### src/hdl/dq_pkg.sv
// Shared types and constants for the double-ended queue core.
// Holds the request and response payload structs and the operation codes.
// No dependencies.
package dq_pkg;

    localparam int WORD_W  = 32;
    localparam int FUNC_W  = 3;
    localparam int COUNT_W = 11;

    // Operation codes carried in the func field
    localparam logic [FUNC_W-1:0] FUNC_PUSH_FRONT = 3'd0;
    localparam logic [FUNC_W-1:0] FUNC_PUSH_BACK  = 3'd1;
    localparam logic [FUNC_W-1:0] FUNC_POP_FRONT  = 3'd2;
    localparam logic [FUNC_W-1:0] FUNC_POP_BACK   = 3'd3;
    localparam logic [FUNC_W-1:0] FUNC_READ_FRONT = 3'd4;
    localparam logic [FUNC_W-1:0] FUNC_READ_BACK  = 3'd5;

    // Word returned by a pop or read on an empty deque
    localparam logic signed [WORD_W-1:0] EMPTY_WORD = -32'sd1;

    typedef struct packed {
        logic [FUNC_W-1:0]        func;
        logic signed [WORD_W-1:0] push_value;
    } dq_req_t;

    typedef struct packed {
        logic signed [WORD_W-1:0] out_value;
        logic [COUNT_W-1:0]       count;
        logic                     is_empty;
        logic                     rejected;
    } dq_rsp_t;

    // Source of the returned word
    typedef enum logic [1:0] {
        VAL_ZERO  = 2'b00,
        VAL_EMPTY = 2'b01,
        VAL_MEM   = 2'b10
    } dq_val_sel_t;

    // Per-operation status from the pointer unit, held until the read returns
    typedef struct packed {
        dq_val_sel_t        val_sel;
        logic [COUNT_W-1:0] count;
        logic               is_empty;
        logic               rejected;
    } dq_meta_t;

endpackage

### src/hdl/dq_ptr.sv
// Pointer unit: head pointer and fill count, ring address generation and
// per-operation status. Uses dq_pkg for operation codes and the status struct.
module dq_ptr #(
    parameter int DEPTH = 1024
) (
    input  logic                          clk,
    input  logic                          rst_n,
    input  logic                          take,
    input  logic [dq_pkg::FUNC_W-1:0]     func,
    output logic [$clog2(DEPTH)-1:0]      addr,
    output logic                          wr_en,
    output logic                          rd_en,
    output dq_pkg::dq_meta_t              meta
);
    import dq_pkg::*;

    localparam int PTR_W = $clog2(DEPTH);
    localparam int CNT_W = $clog2(DEPTH + 1);
    localparam int SUM_W = PTR_W + 2;

    localparam logic [SUM_W-1:0] DEPTH_S = SUM_W'(DEPTH);
    localparam logic [CNT_W-1:0] DEPTH_C = CNT_W'(DEPTH);
    localparam logic [PTR_W-1:0] LAST_P  = PTR_W'(DEPTH - 1);

    logic [PTR_W-1:0] head_reg, head_next, head_upd;
    logic [CNT_W-1:0] fill_reg, fill_next, fill_upd;

    logic             full, empty;
    logic [SUM_W-1:0] sum_tail, sum_back, idx_tail, idx_back;
    logic [PTR_W-1:0] tail_ptr, back_ptr, head_dec, head_inc;
    logic             wr_op, rd_op;
    dq_val_sel_t      val_sel;
    logic             rej;
    logic [CNT_W+COUNT_W-1:0] cnt_wide;

    assign full  = (fill_reg == DEPTH_C);
    assign empty = (fill_reg == '0);

    // Ring positions: slot after the back word, and the back word itself
    assign sum_tail = SUM_W'(head_reg) + SUM_W'(fill_reg);
    assign sum_back = sum_tail - SUM_W'(1);
    assign idx_tail = (sum_tail >= DEPTH_S) ? (sum_tail - DEPTH_S) : sum_tail;
    assign idx_back = (sum_back >= DEPTH_S) ? (sum_back - DEPTH_S) : sum_back;
    assign tail_ptr = idx_tail[PTR_W-1:0];
    assign back_ptr = idx_back[PTR_W-1:0];

    assign head_dec = (head_reg == '0) ? LAST_P : (head_reg - PTR_W'(1));
    assign head_inc = (head_reg == LAST_P) ? '0 : (head_reg + PTR_W'(1));

    // Operation decode
    always_comb
    begin
        addr     = head_reg;
        wr_op    = 1'b0;
        rd_op    = 1'b0;
        head_upd = head_reg;
        fill_upd = fill_reg;
        val_sel  = VAL_ZERO;
        rej      = 1'b0;
        unique case (func) inside
            FUNC_PUSH_FRONT:
            begin
                if (full)
                begin
                    rej = 1'b1;
                end
                else
                begin
                    addr     = head_dec;
                    wr_op    = 1'b1;
                    head_upd = head_dec;
                    fill_upd = fill_reg + CNT_W'(1);
                end
            end
            FUNC_PUSH_BACK:
            begin
                if (full)
                begin
                    rej = 1'b1;
                end
                else
                begin
                    addr     = tail_ptr;
                    wr_op    = 1'b1;
                    fill_upd = fill_reg + CNT_W'(1);
                end
            end
            FUNC_POP_FRONT, FUNC_READ_FRONT:
            begin
                if (empty)
                begin
                    val_sel = VAL_EMPTY;
                end
                else
                begin
                    rd_op   = 1'b1;
                    val_sel = VAL_MEM;
                    if (func == FUNC_POP_FRONT)
                    begin
                        head_upd = head_inc;
                        fill_upd = fill_reg - CNT_W'(1);
                    end
                end
            end
            FUNC_POP_BACK, FUNC_READ_BACK:
            begin
                if (empty)
                begin
                    val_sel = VAL_EMPTY;
                end
                else
                begin
                    addr    = back_ptr;
                    rd_op   = 1'b1;
                    val_sel = VAL_MEM;
                    if (func == FUNC_POP_BACK)
                    begin
                        fill_upd = fill_reg - CNT_W'(1);
                    end
                end
            end
            default:
            begin
                // unused codes: no operation
            end
        endcase
    end

    assign wr_en     = take & wr_op;
    assign rd_en     = take & rd_op;
    assign head_next = take ? head_upd : head_reg;
    assign fill_next = take ? fill_upd : fill_reg;

    // Status after this operation; count reported in its low bits
    assign cnt_wide      = {{COUNT_W{1'b0}}, fill_upd};
    assign meta.val_sel  = val_sel;
    assign meta.count    = cnt_wide[COUNT_W-1:0];
    assign meta.is_empty = (fill_upd == '0);
    assign meta.rejected = rej;

    // Pointer registers
    always_ff @(posedge clk or negedge rst_n)
    begin
        if (!rst_n)
        begin
            head_reg <= '0;
            fill_reg <= '0;
        end
        else
        begin
            head_reg <= head_next;
            fill_reg <= fill_next;
        end
    end

endmodule

### config.mk
export PLATFORM = sky130hd
export DESIGN_NAME = dq_ptr
export DESIGN_NICKNAME = d
export VERILOG_FILES = /design/src/hdl/dq_pkg.sv /design/src/hdl/dq_ptr.sv
export SDC_FILE = /design/constraint.sdc
export NUM_CORES = 1
export LEC_CHECK = 0
export BUFFER_PORTS_ARGS = -buffer_cell sky130_fd_sc_hd__buf_2
export CORE_ASPECT_RATIO = 1.5
export CORE_MARGIN = 2
export CORE_UTILIZATION = 60
export DETAILED_ROUTE_END_ITERATION = 8
export MAX_ROUTING_LAYER = met4
export PLACE_DENSITY = 0.81
export SKIP_LAST_GASP = 1
export SYNTH_ARGS = -nofsm -noshare
export SYNTH_HDL_FRONTEND = slang
export SYNTH_SLANG_ARGS = --single-unit
### constraint.sdc
create_clock -name clk -period 10.63 [get_ports clk]
set_input_delay 2.126 -clock clk [delete_from_list [all_inputs] [get_ports clk]]
set_output_delay 2.126 -clock clk [all_outputs]
set_load 0.01 [all_outputs]
* Word level (Yosys, flattened, before mapping)
Index checks and enable logic that the tools add are counted.
** Operators by class
- Bitwise logic cells :: 2
- $add $sub $neg :: 8
- $lt $le $gt $ge :: 2
- Mux-type cells :: 25
- Reductions and logical operators :: 10
- Eq/ne operators :: 9
** Operator list (count)
- 10-bit two-way mux :: 9
- 11-bit two-way mux :: 5
- 11-bit case mux with 3 select lines :: 1
- 10-bit case mux with 3 select lines :: 1
- 10-bit by 1-bit subtractor with 10-bit output (second input constant) :: 3
- 12-bit by 11-bit >= comparator with 1-bit output (second input constant) :: 2
- 11-bit zero test :: 2
- 10-bit case mux with 2 select lines :: 1
- 10-bit by 11-bit adder with 12-bit output :: 1
- 12-bit by 1-bit subtractor with 12-bit output (second input constant) :: 1
- 11-bit by 1-bit adder with 11-bit output (second input constant) :: 1
- 11-bit == test (second input constant) :: 1
- 11-bit by 1-bit subtractor with 11-bit output (second input constant) :: 1
- 10-bit by 1-bit adder with 10-bit output (second input constant) :: 1
- 10-bit == test (second input constant) :: 1
- 10-bit zero test :: 1
- 3-bit by 2-bit == test with 1-bit output (second input constant) :: 2
- 3-bit == test (second input constant) :: 2
- 1-bit two-way mux :: 6
- 2-bit OR reduction :: 3
- 2-bit two-way mux :: 2
- 2-bit inequality test (second input constant) :: 2
- 4-bit AND reduction :: 1
- 4-bit OR reduction :: 1
- other kinds (4) :: 5
** Storage, ports and cells
- Register bits :: 21
- Output and inout bits :: 27

* Depth between registers and ports, before layout
Gate-level depths: netlist of the first run.
- Depth in word-level cells :: 6
- Gate-level depth with buffers :: 11
- Gate-level depth less buffers :: 9

* Worst setup path after synthesis of the first run
Ideal clock, no wire load.
- Path kind :: input to output
- Start point :: input func[1] in the netlist's numbering
- End point :: output meta[1] in the netlist's numbering
- Stages :: 8
- Data arrival time :: 3.879 ns
- Setup slack :: 4.625 ns
- Path buffers :: 1
- Cells stage by stage :: buf_2 -> inv_1 -> a311oi_2 -> or4b_1 -> o31ai_1 -> xor2_1 -> nor2_1 -> and4_1
** RTL lines
- start: declaration :: RTL line dq_ptr.sv:9 : input logic [dq_pkg::FUNC_W-1:0] func,
- end: declaration :: RTL line dq_ptr.sv:13 : output dq_pkg::dq_meta_t meta

==> key figures, run 1 <==
STA
  – Fin. max-slew vios: 0
  – Worst slew pin tran: 1.07 ns
  – Final Critical Period: 6.46 ns
  – Relative slew margins: 0.279
  – Endpoints failing hold: 0
  – Final-report setup violation count: 0
  – Setup repair after global routing missed its margin: false
  – Clock tree skew after final layout: 0.00683 ns
  – Total negative slack for setup checks: 0 ns
  – Fmax: 155 MHz
  – Final Cycle Share: 0.607

Final layout
  – Layout Nets: 453
  – Max reg flops: 11
  – Layout cells sized above 1: 0.121
  – Antenna Cells: 0
  – Area growth from synthesis to final layout: 4.99%

Synthesis
  – Primary flip-flop cell chosen by synthesis mapping: dfrtp_1
  – YS warnings: 0
  – Area fraction in and, or, nand and nor cells after synthesis: 0.275
  – Synthesized cell area: 0.00306 mm2
  – Post-synthesis area per instance: 7.15 um2
  – Adder-Cell Fraction of Synth Area: 0.0638
  – Cell variety after synth: 68
  – Multiplexer fraction of the synthesized cell area: 0.0241
  – Main combinational cell family by area after synthesis: compound AO/OA/AOI/OAI gates
  – Post-synthesis sequential area ratio: 0.172
  – EDFF count, synth: 0
  – Post-synth net total: 449
  – Compound-Gate Fraction of Synth Area: 0.310
  – Mapped Cells: 428
  – Fraction of registers with async set/reset: 1.00
  – Xor/xnor cell area share of the yosys netlist: 0.0887
  – #FFs+latches synth: 21

Floorplan
  – Total die area: 0.00570 mm2
  – Chip Height: 91.5 um
  – Count of boundary I/O pins: 33
  – # rows: 31
  – Area of the core region: 0.00489 mm2
  – Die width: 62.3 um
  – Initial cell density of the core: 0.626

Clock network
  – Cts bufs inserted: 3
  – Clk pin slew, worst setup/hold paths: 0.09 ns
  – Number of buffers inserted by post-CTS setup repair: 0
  – Clock Tree Root: clkbuf_8
  – Clock sink count: 21
  – H-tree depth: 1
  – Worst-skew pair later-pin latency: 0.27 ns
  – CTS tree: done
  – Maximum number of buffers from clock root to sink: 2
  – CTS Hold Bufs: 0
  – Post-CTS sizing: 0

Worst setup path
  – R2R Setup Slk: 7.37 ns
  – Top cell by count, worst path: buf_2
  – Largest driver fanout on the critical path: 18
  – Type of the worst setup path: in -> out
  – Arr. time, crit path: 4.33 ns
  – Critical Path Slowest Stage Cell: or4b_1
  – Launching element type of the critical path: primary input
  – Depth of the most critical reg-to-reg path: 8
  – Max incr delay on CP: 0.52 ns
  – Ordered cell list for the critical path: buf_2, inv_1, a311oi_2, or4b_1, o31ai_1, xor2_1, nor2_1, and4_1, buf_2
  – Critical path capture point type: output pin
  – Critical Path RT: 8.50 ns

Global routing
  – First-pass GRT wire length: 16300 um
  – Remaining Overflow, GRT: 0
  – Vias in the first global route: 3383
  – GR Util All Layers: 0.360
  – Maximum number of pins on one net before global-route repair: 31
  – Antenna violations before repair: 0

Detailed routing
  – Final Routed Wirelength: 9890 um
  – Wire length per cell after detailed routing: 19.9 um
  – Post-detailed-route count of antenna-violating nets: 0
  – Number of iterations in the first detailed-routing pass: 5
  – Vias: 3473
  – Starting DRT DRC Count: 408
  – DRC violation count after routing: 0
  – Via-to-Cell Ratio: 6.99

Pwr
  – Net switching power: 0.574 mW
  – Power Density: 316 mW/mm2
  – Final total power: 1.02 mW
  – Portion of total power attributed to sequential cells: 0.230
  – Internal power: 0.442 mW
  – Standby leakage power: 1.33 nW
  – Proportion of total power due to net switching: 0.565
  – Worst IR Drop VDD: 0.177 mV
  – Part of the total power dissipated in combinational logic: 0.714
  – Part of the power in the clock network: 0.055

Flow run
  – Max-cap viol count: 0

Placed design
  – Port-buffer cells: 32
  – Post-detailed-placement half-perimeter wirelength: 7480 um
  – RePlAce Congestion: 1.03

Outcome
  – Status: complete, no violations

Min path
  – Worst hold path class: reg -> reg
  – Hold path depth: 1
==> Yosys cell counts, drive strengths merged (4+ instances only) <==
library cell	number	share of area
nand2	42	0.052
o21ai	37	0.061
nor2	36	0.045
a21oi	33	0.054
clkbuf	25	0.031
dfrtp	21	0.17
inv	18	0.022
nor3	18	0.029
xnor2	17	0.049
ha	14	0.057
xor2	14	0.040
and3	11	0.022
nand3	11	0.018
buf	8	0.013
a31oi	7	0.014
o22ai	7	0.014
or3	7	0.014
a221oi	6	0.019
nor4	6	0.017
a22oi	5	0.012
a21o	4	0.0098
mux2i	4	0.013
nand4	4	0.0082
==> layout by cell type (no fill, tap or decap), drive strengths merged, types with 5 or more instances in the layout <==
cell type,instances
dfrtp,21
o21ai,37
nor4,6
o22ai,7
nand2,42
or3,7
nand3,11
xnor2,17
xor2,14
nor2,36
a221oi,6
inv,18
a21oi,33
a22oi,5
buf,32
nor3,18
and3,11
a31oi,7
ha,14
==> cells by family (layout without fill, tap and decap cells) <==
logic type      Yosys count  in the layout
compound gates          141            141
xor+xnor                 31             31
fa+ha+maj                15             15
buf+inv                  51             54
flops                    21             21
mux                       7              7
simple gates            162            162
==> worst max-delay path: cells and delay by family <==
kind / cells / cell delay (ns)
xor gates and xnor gates: 1 / 0.23
buffers and inverters: 3 / 0.61
AOI/OAI and AO/OA: 2 / 0.54
and+or+nand+nor: 3 / 0.81
==> layer usage <==
layer	track usage	routed length [um]
met5	-	0
met4	0.180	518
met1	0.399	3760
met3	0.0248	547
met2	0.648	5060
==> worst paths after layout <==
path,startpoint,end
min in group asynchronous,rst_n,fill_reg[5]
worst min register to register,fill_reg[9],fill_reg[9]
worst max register to register,fill_reg[1],fill_reg[9]
worst min-delay path,fill_reg[9],fill_reg[9]
worst max-delay path,func[1],meta[1]
max in group asynchronous,rst_n,fill_reg[3]
==> area by class of cell <==
type / instances / area [um2]
inverters: 18 / 67.6
flip-flops and latches: 21 / 526
multi-input cells: 356 / 2330
well taps: 66 / 82.6
clock buffers: 4 / 45.0
repair buffers: 32 / 160
fillers: 487 / 1670
==> metrics by stage <==
step | instances | instance area (um2) | hold WS [ns] | setup WS, ns | utilization
finish | 497 | 3210 | 0.697 | 4.17 | 0.657
global route | 497 | 3210 | 0.714 | 3.98 | 0.657
CTS | 497 | 3210 | 0.686 | 4.25 | 0.657
detailed placement | 493 | 3170 | 0.666 | 4.25 | 0.648
global placement | 493 | 3170 | 0.680 | 4.31 | 0.648
floorplan | 428 | 3060 | 0.553 | 4.62 | -
==> power groups by stage <==
stage / sequential [mW] / clock [mW] / combinational, mW
finish: 0.234 / 0.0564 / 0.726
global route: 0.240 / 0.0602 / 0.799
CTS: 0.227 / 0.0570 / 0.716
detailed placement: 0.229 / 0 / 0.712
global placement: 0.230 / 0 / 0.697
floorplan: 0.146 / 0 / 0.605
Power figures use the tool's default switching activity.
==> inputs of run 2 (changes only) <==
--- a/config.mk
+++ b/config.mk
@@ -8,10 +8,10 @@
 export BUFFER_PORTS_ARGS = -buffer_cell sky130_fd_sc_hd__buf_2
 export CORE_ASPECT_RATIO = 1.5
 export CORE_MARGIN = 2
-export CORE_UTILIZATION = 60
+export CORE_UTILIZATION = 55
 export DETAILED_ROUTE_END_ITERATION = 8
 export MAX_ROUTING_LAYER = met4
-export PLACE_DENSITY = 0.81
+export PLACE_DENSITY = 0.78
 export SKIP_LAST_GASP = 1
 export SYNTH_ARGS = -nofsm -noshare
 export SYNTH_HDL_FRONTEND = slang
==> constraint.sdc (replaced) <==
create_clock -name clk -period 5.4 [get_ports clk]
set_input_delay 1.08 -clock clk [delete_from_list [all_inputs] [get_ports clk]]
set_output_delay 1.08 -clock clk [all_outputs]
set_load 0.01 [all_outputs]
==> run 2 against run 1 <==
  * Combinational power is 98% higher
  * Non-clock buffer count is 5 higher
  * Clock skew is 0.0015 ns lower
  * Clock-buffer cell count is 1 lower
  * First-iteration DRC count is 2.9% lower
  * Largest power group unchanged
  * Setup slack worse by 3.4 ns
==> key figures, run 2 (synthesis results as in run 1) <==
Outcome
  – Status: complete, no violations

STA
  – Final-report setup violation count: 0
  – Final Critical Period: 4.66 ns
  – Fin. max-slew vios: 0
  – Fmax: 215 MHz
  – Final Cycle Share: 0.862
  – Total negative slack for setup checks: 0 ns
  – Relative slew margins: 0.531
  – Setup repair after global routing missed its margin: false
  – Endpoints failing hold: 0
  – Worst slew pin tran: 0.696 ns
  – Clock tree skew after final layout: 0.00537 ns
  – Worst setup margin: 0.744 ns

Detailed routing
  – Post-detailed-route count of antenna-violating nets: 0
  – Vias: 3503
  – DRC violation count after routing: 0
  – Number of iterations in the first detailed-routing pass: 5
  – Via-to-Cell Ratio: 6.92
  – Starting DRT DRC Count: 396
  – Wire length per cell after detailed routing: 19.7 um
  – Final Routed Wirelength: 9980 um

Floorplan
  – Count of boundary I/O pins: 33
  – Chip Height: 95.4 um
  – # rows: 33
  – Die width: 64.9 um
  – Initial cell density of the core: 0.566
  – Area of the core region: 0.00541 mm2
  – Total die area: 0.00619 mm2

Worst setup path
  – Critical path capture point type: output pin
  – Depth of the most critical reg-to-reg path: 9
  – Largest driver fanout on the critical path: 11
  – Critical Path RT: 4.32 ns
  – Startpoint of the most critical setup path: head_reg[0]
  – Launching element type of the critical path: flop
  – R2R Setup Slk: 2.51 ns
  – Origin of the critical flop-to-flop path: fill_reg[1]
  – Type of the worst setup path: reg -> out
  – Worst setup path endpoint: addr[9]
  – Reg2Reg Capture Point: fill_reg[9]
  – Arr. time, crit path: 3.58 ns

Clock network
  – Clk pin slew, worst setup/hold paths: 0.10 ns
  – Clock sink count: 21
  – Post-CTS sizing: 0
  – H-tree depth: 1
  – Cts bufs inserted: 3
  – Worst-skew pair later-pin latency: 0.28 ns
  – CTS Hold Bufs: 0
  – Clock Tree Root: clkbuf_8
  – Number of buffers inserted by post-CTS setup repair: 0
  – CTS tree: done
  – Maximum number of buffers from clock root to sink: 2

Placed design
  – Placed insts: 502
  – Placement Cell Area: 0.00321 mm2
  – Worst Setup Slack post-DPL: 1.06 ns
  – Post-detailed-placement half-perimeter wirelength: 7520 um
  – Port-buffer cells: 32
  – RePlAce Congestion: 0.932

Global routing
  – First-pass GRT wire length: 16000 um
  – Remaining Overflow, GRT: 0
  – GR Util All Layers: 0.344
  – Antenna violations before repair: 0
  – Maximum number of pins on one net before global-route repair: 31
  – Vias in the first global route: 3204

Pwr
  – Power Density: 613 mW/mm2
  – Standby leakage power: 1.36 nW
  – Worst IR Drop VDD: 0.305 mV

Final layout
  – Area occupied by multi-input gates: 0.00233 mm2
  – Antenna Cells: 0
  – Post-Layout Cell Count: 506
  – Register cell area after layout: 526 um2
  – Fillers: 548
  – Layout cells sized above 1: 0.133
  – Summed area of non-filler cells in the final layout: 0.00326 mm2
  – Commonest non-fill, non-tap cell in the layout: nand2_1
  – Area growth from synthesis to final layout: 6.50%
  – Layout Nets: 458
  – Commonest non-fill, non-tap cells in the layout: nand2_1 (42), nor2_1 (35), a21oi_1 (33), buf_2 (32), o21ai_0 (29)
  – Max reg flops: 11

Flow run
  – Max-cap viol count: 0

Min path
  – Worst hold path class: reg -> reg
## run 2: how the worst min path moves through the flow
stage / end / cells past startpoint / from
final: head_reg[4] / 2 / head_reg[4]
after global routing: head_reg[4] / 2 / head_reg[4]
after CTS: head_reg[4] / 2 / head_reg[4]
after detailed placement: head_reg[4] / 2 / head_reg[4]
after global placement: head_reg[4] / 2 / head_reg[4]
after floorplan: fill_reg[5] / 1 / fill_reg[5]
## run 2: routing by layer
layer  track usage  vias to the layer above  routed length, um
met1         0.383                     1670               3780
met5             -                        -                  0
li1              -                     1614                  -
met3        0.0331                       46                578
met4         0.176                        0                398
met2         0.605                      173               5230
## run 2: area by class of cell
cell class | count | share of cell area
clock inverters | 1 | 0.00230
multi-input cells | 356 | 0.716
clock buffers | 3 | 0.0127
inverters | 18 | 0.0207
repair buffers | 37 | 0.0607
flip-flops and latches | 21 | 0.161
well taps | 70 | 0.0269
## run 2: power breakdown
part | internal, mW | switching, mW | leakage (nW)
logic | 0.603 | 0.841 | 1.07
registers | 0.220 | 0.215 | 0.262
clock network | 0.0525 | 0.0662 | 0.0217
total | 0.875 | 1.12 | 1.36
## run 2: metrics by stage
step	util	power (mW)	hold WS, ns
2_1_floorplan	-	1.48	0.553
3_3_place_gp	0.594	1.83	0.601
3_5_place_dp	0.594	1.85	0.603
4_1_cts	0.603	1.97	0.616
5_1_grt	0.603	2.16	0.654
6_report	0.603	2.00	0.616
## run 2: worst max-delay path, stage by stage (launching register included)
cell and delay [ns]:
dfrtp_1 0.51, ha_1 0.31, fa_1 0.46, a211o_1 0.37
and4_1 0.21, a311oi_2 0.37, nand3_1 0.21, or4_1 0.55
nand3_1 0.09, a21oi_1 0.07, buf_2 0.14
==> inputs of run 3 (changes only) <==
--- a/config.mk
+++ b/config.mk
@@ -11,7 +11,8 @@
 export CORE_UTILIZATION = 55
 export DETAILED_ROUTE_END_ITERATION = 8
 export MAX_ROUTING_LAYER = met4
-export PLACE_DENSITY = 0.78
+export PLACE_DENSITY = 0.88
+export SKIP_CTS_REPAIR_TIMING = 1
 export SKIP_LAST_GASP = 1
 export SYNTH_ARGS = -nofsm -noshare
 export SYNTH_HDL_FRONTEND = slang
==> run 3 against run 2 <==
  * First-iteration DRC count is 4.8% lower
  * Critical path depth stayed put
  * Largest power group unchanged
  * Global-route usage is 1.1 points lower
  * Fmax is 0.85% higher
  * Register-to-register slack worse by 0.24 ns
  * Design area is 0.46% lower
  * Sequential power is 2% higher
==> key figures, run 3 (synthesis results as in run 1) <==
Outcome
  – Status: complete, no violations

Clock network
  – Clock sink count: 21
  – Worst-skew pair later-pin latency: 0.28 ns
  – Clk pin slew, worst setup/hold paths: 0.09 ns
  – CTS tree: done
  – Maximum number of buffers from clock root to sink: 2
  – Cts bufs inserted: 3
  – H-tree depth: 1
  – Clock Tree Root: clkbuf_8

Placed design
  – Worst Setup Slack post-DPL: 1.10 ns
  – Post-detailed-placement half-perimeter wirelength: 7340 um
  – RePlAce Congestion: 1.01
  – Port-buffer cells: 32

Final layout
  – Area growth from synthesis to final layout: 6.01%
  – Commonest non-fill, non-tap cells in the layout: nand2_1 (42), nor2_1 (35), a21oi_1 (33), buf_2 (32), o21ai_0 (29)
  – Layout cells sized above 1: 0.129
  – Layout Nets: 456
  – Antenna Cells: 0
  – Max reg flops: 11
  – Area occupied by multi-input gates: 0.00233 mm2
  – Register cell area after layout: 526 um2
  – Fillers: 510
  – Commonest non-fill, non-tap cell in the layout: nand2_1

STA
  – Final Cycle Share: 0.855
  – Fmax: 217 MHz
  – Relative slew margins: 0.256
  – Endpoints failing hold: 0
  – Final-report setup violation count: 0
  – Setup repair after global routing missed its margin: false
  – Final Critical Period: 4.62 ns
  – Total negative slack for setup checks: 0 ns
  – Worst slew pin tran: 1.11 ns
  – Fin. max-slew vios: 0
  – Worst setup margin: 0.784 ns
  – Min Hold Slack: 0.703 ns
  – Clock tree skew after final layout: 0.00669 ns

Detailed routing
  – Vias: 3476
  – Final Routed Wirelength: 9650 um
  – Via-to-Cell Ratio: 6.90
  – Post-detailed-route count of antenna-violating nets: 0
  – Starting DRT DRC Count: 377
  – DRC violation count after routing: 0
  – Wire length per cell after detailed routing: 19.1 um
  – Number of iterations in the first detailed-routing pass: 5

Global routing
  – Remaining Overflow, GRT: 0
  – First-pass GRT wire length: 15700 um
  – GR Util All Layers: 0.333
  – Maximum number of pins on one net before global-route repair: 31
  – Vias in the first global route: 3137
  – Antenna violations before repair: 0

Worst setup path
  – Critical Path RT: 4.32 ns
  – Largest driver fanout on the critical path: 11
  – Origin of the critical flop-to-flop path: fill_reg[1]
  – Reg2Reg Capture Point: head_reg[2]
  – Worst setup path endpoint: addr[9]
  – Critical path capture point type: output pin
  – Arr. time, crit path: 3.54 ns
  – Launching element type of the critical path: flop
  – R2R Setup Slk: 2.27 ns
  – Type of the worst setup path: reg -> out
  – Depth of the most critical reg-to-reg path: 9
  – Startpoint of the most critical setup path: head_reg[0]

Pwr
  – Standby leakage power: 1.35 nW
  – Final total power: 1.99 mW
  – Power Density: 614 mW/mm2
  – Worst IR Drop VDD: 0.230 mV

Floorplan
  – # rows: 33
  – Chip Height: 95.4 um
  – Area of the core region: 0.00541 mm2
  – Count of boundary I/O pins: 33
  – Total die area: 0.00619 mm2
  – Initial cell density of the core: 0.566
  – Die width: 64.9 um

Flow run
  – Max-cap viol count: 0

Min path
  – Worst hold path class: reg -> reg
[run 3: power by group]
part | switching, mW | internal [mW] | leakage [nW] | total (mW)
sequential | 0.225 | 0.220 | 0.262 | 0.445
combinational | 0.830 | 0.601 | 1.06 | 1.43
clock | 0.0643 | 0.0524 | 0.0217 | 0.117
[run 3: final cells by class]
cell class                      instances  share of cell area
Sequential cell                        21               0.162
Timing Repair Buffer                   35              0.0563
Clock buffer                            3              0.0127
Clock inverter                          1             0.00231
Multi-Input combinational cell        356               0.719
Inverter                               18              0.0208
Tap cell                               70              0.0270
[run 3: metrics by stage]
| step | utilization | instances | instance area (um2) |
|---|---|---|---|
| 2_1_floorplan | - | 428 | 3060 |
| 3_3_place_gp | 0.591 | 500 | 3200 |
| 3_5_place_dp | 0.591 | 500 | 3200 |
| 4_1_cts | 0.600 | 504 | 3240 |
| 5_1_grt | 0.600 | 504 | 3240 |
| 6_report | 0.600 | 504 | 3240 |
[run 3: worst max-delay path: stages, from the launching register on]
cell and delay (ns):
dfrtp_1 0.49, ha_1 0.28, fa_1 0.45, a211o_1 0.37, and4_1 0.22, a311oi_2 0.40
nand3_1 0.21, or4_1 0.53, nand3_1 0.10, a21oi_1 0.08, buf_2 0.14
[run 3: layer usage]
metal,track usage,routed length (um)
met5,-,0
met4,0.165,410
met3,0.0189,667
met2,0.582,4930
met1,0.384,3650
[run 3: worst min-delay path by stage]
stage	endpoint	start	depth (start not counted)
after global routing	head_reg[0]	head_reg[0]	1
final	head_reg[0]	head_reg[0]	1
after global placement	head_reg[0]	head_reg[0]	1
after floorplan	fill_reg[5]	fill_reg[5]	1
after detailed placement	fill_reg[9]	fill_reg[9]	1
after CTS	fill_reg[9]	fill_reg[9]	1
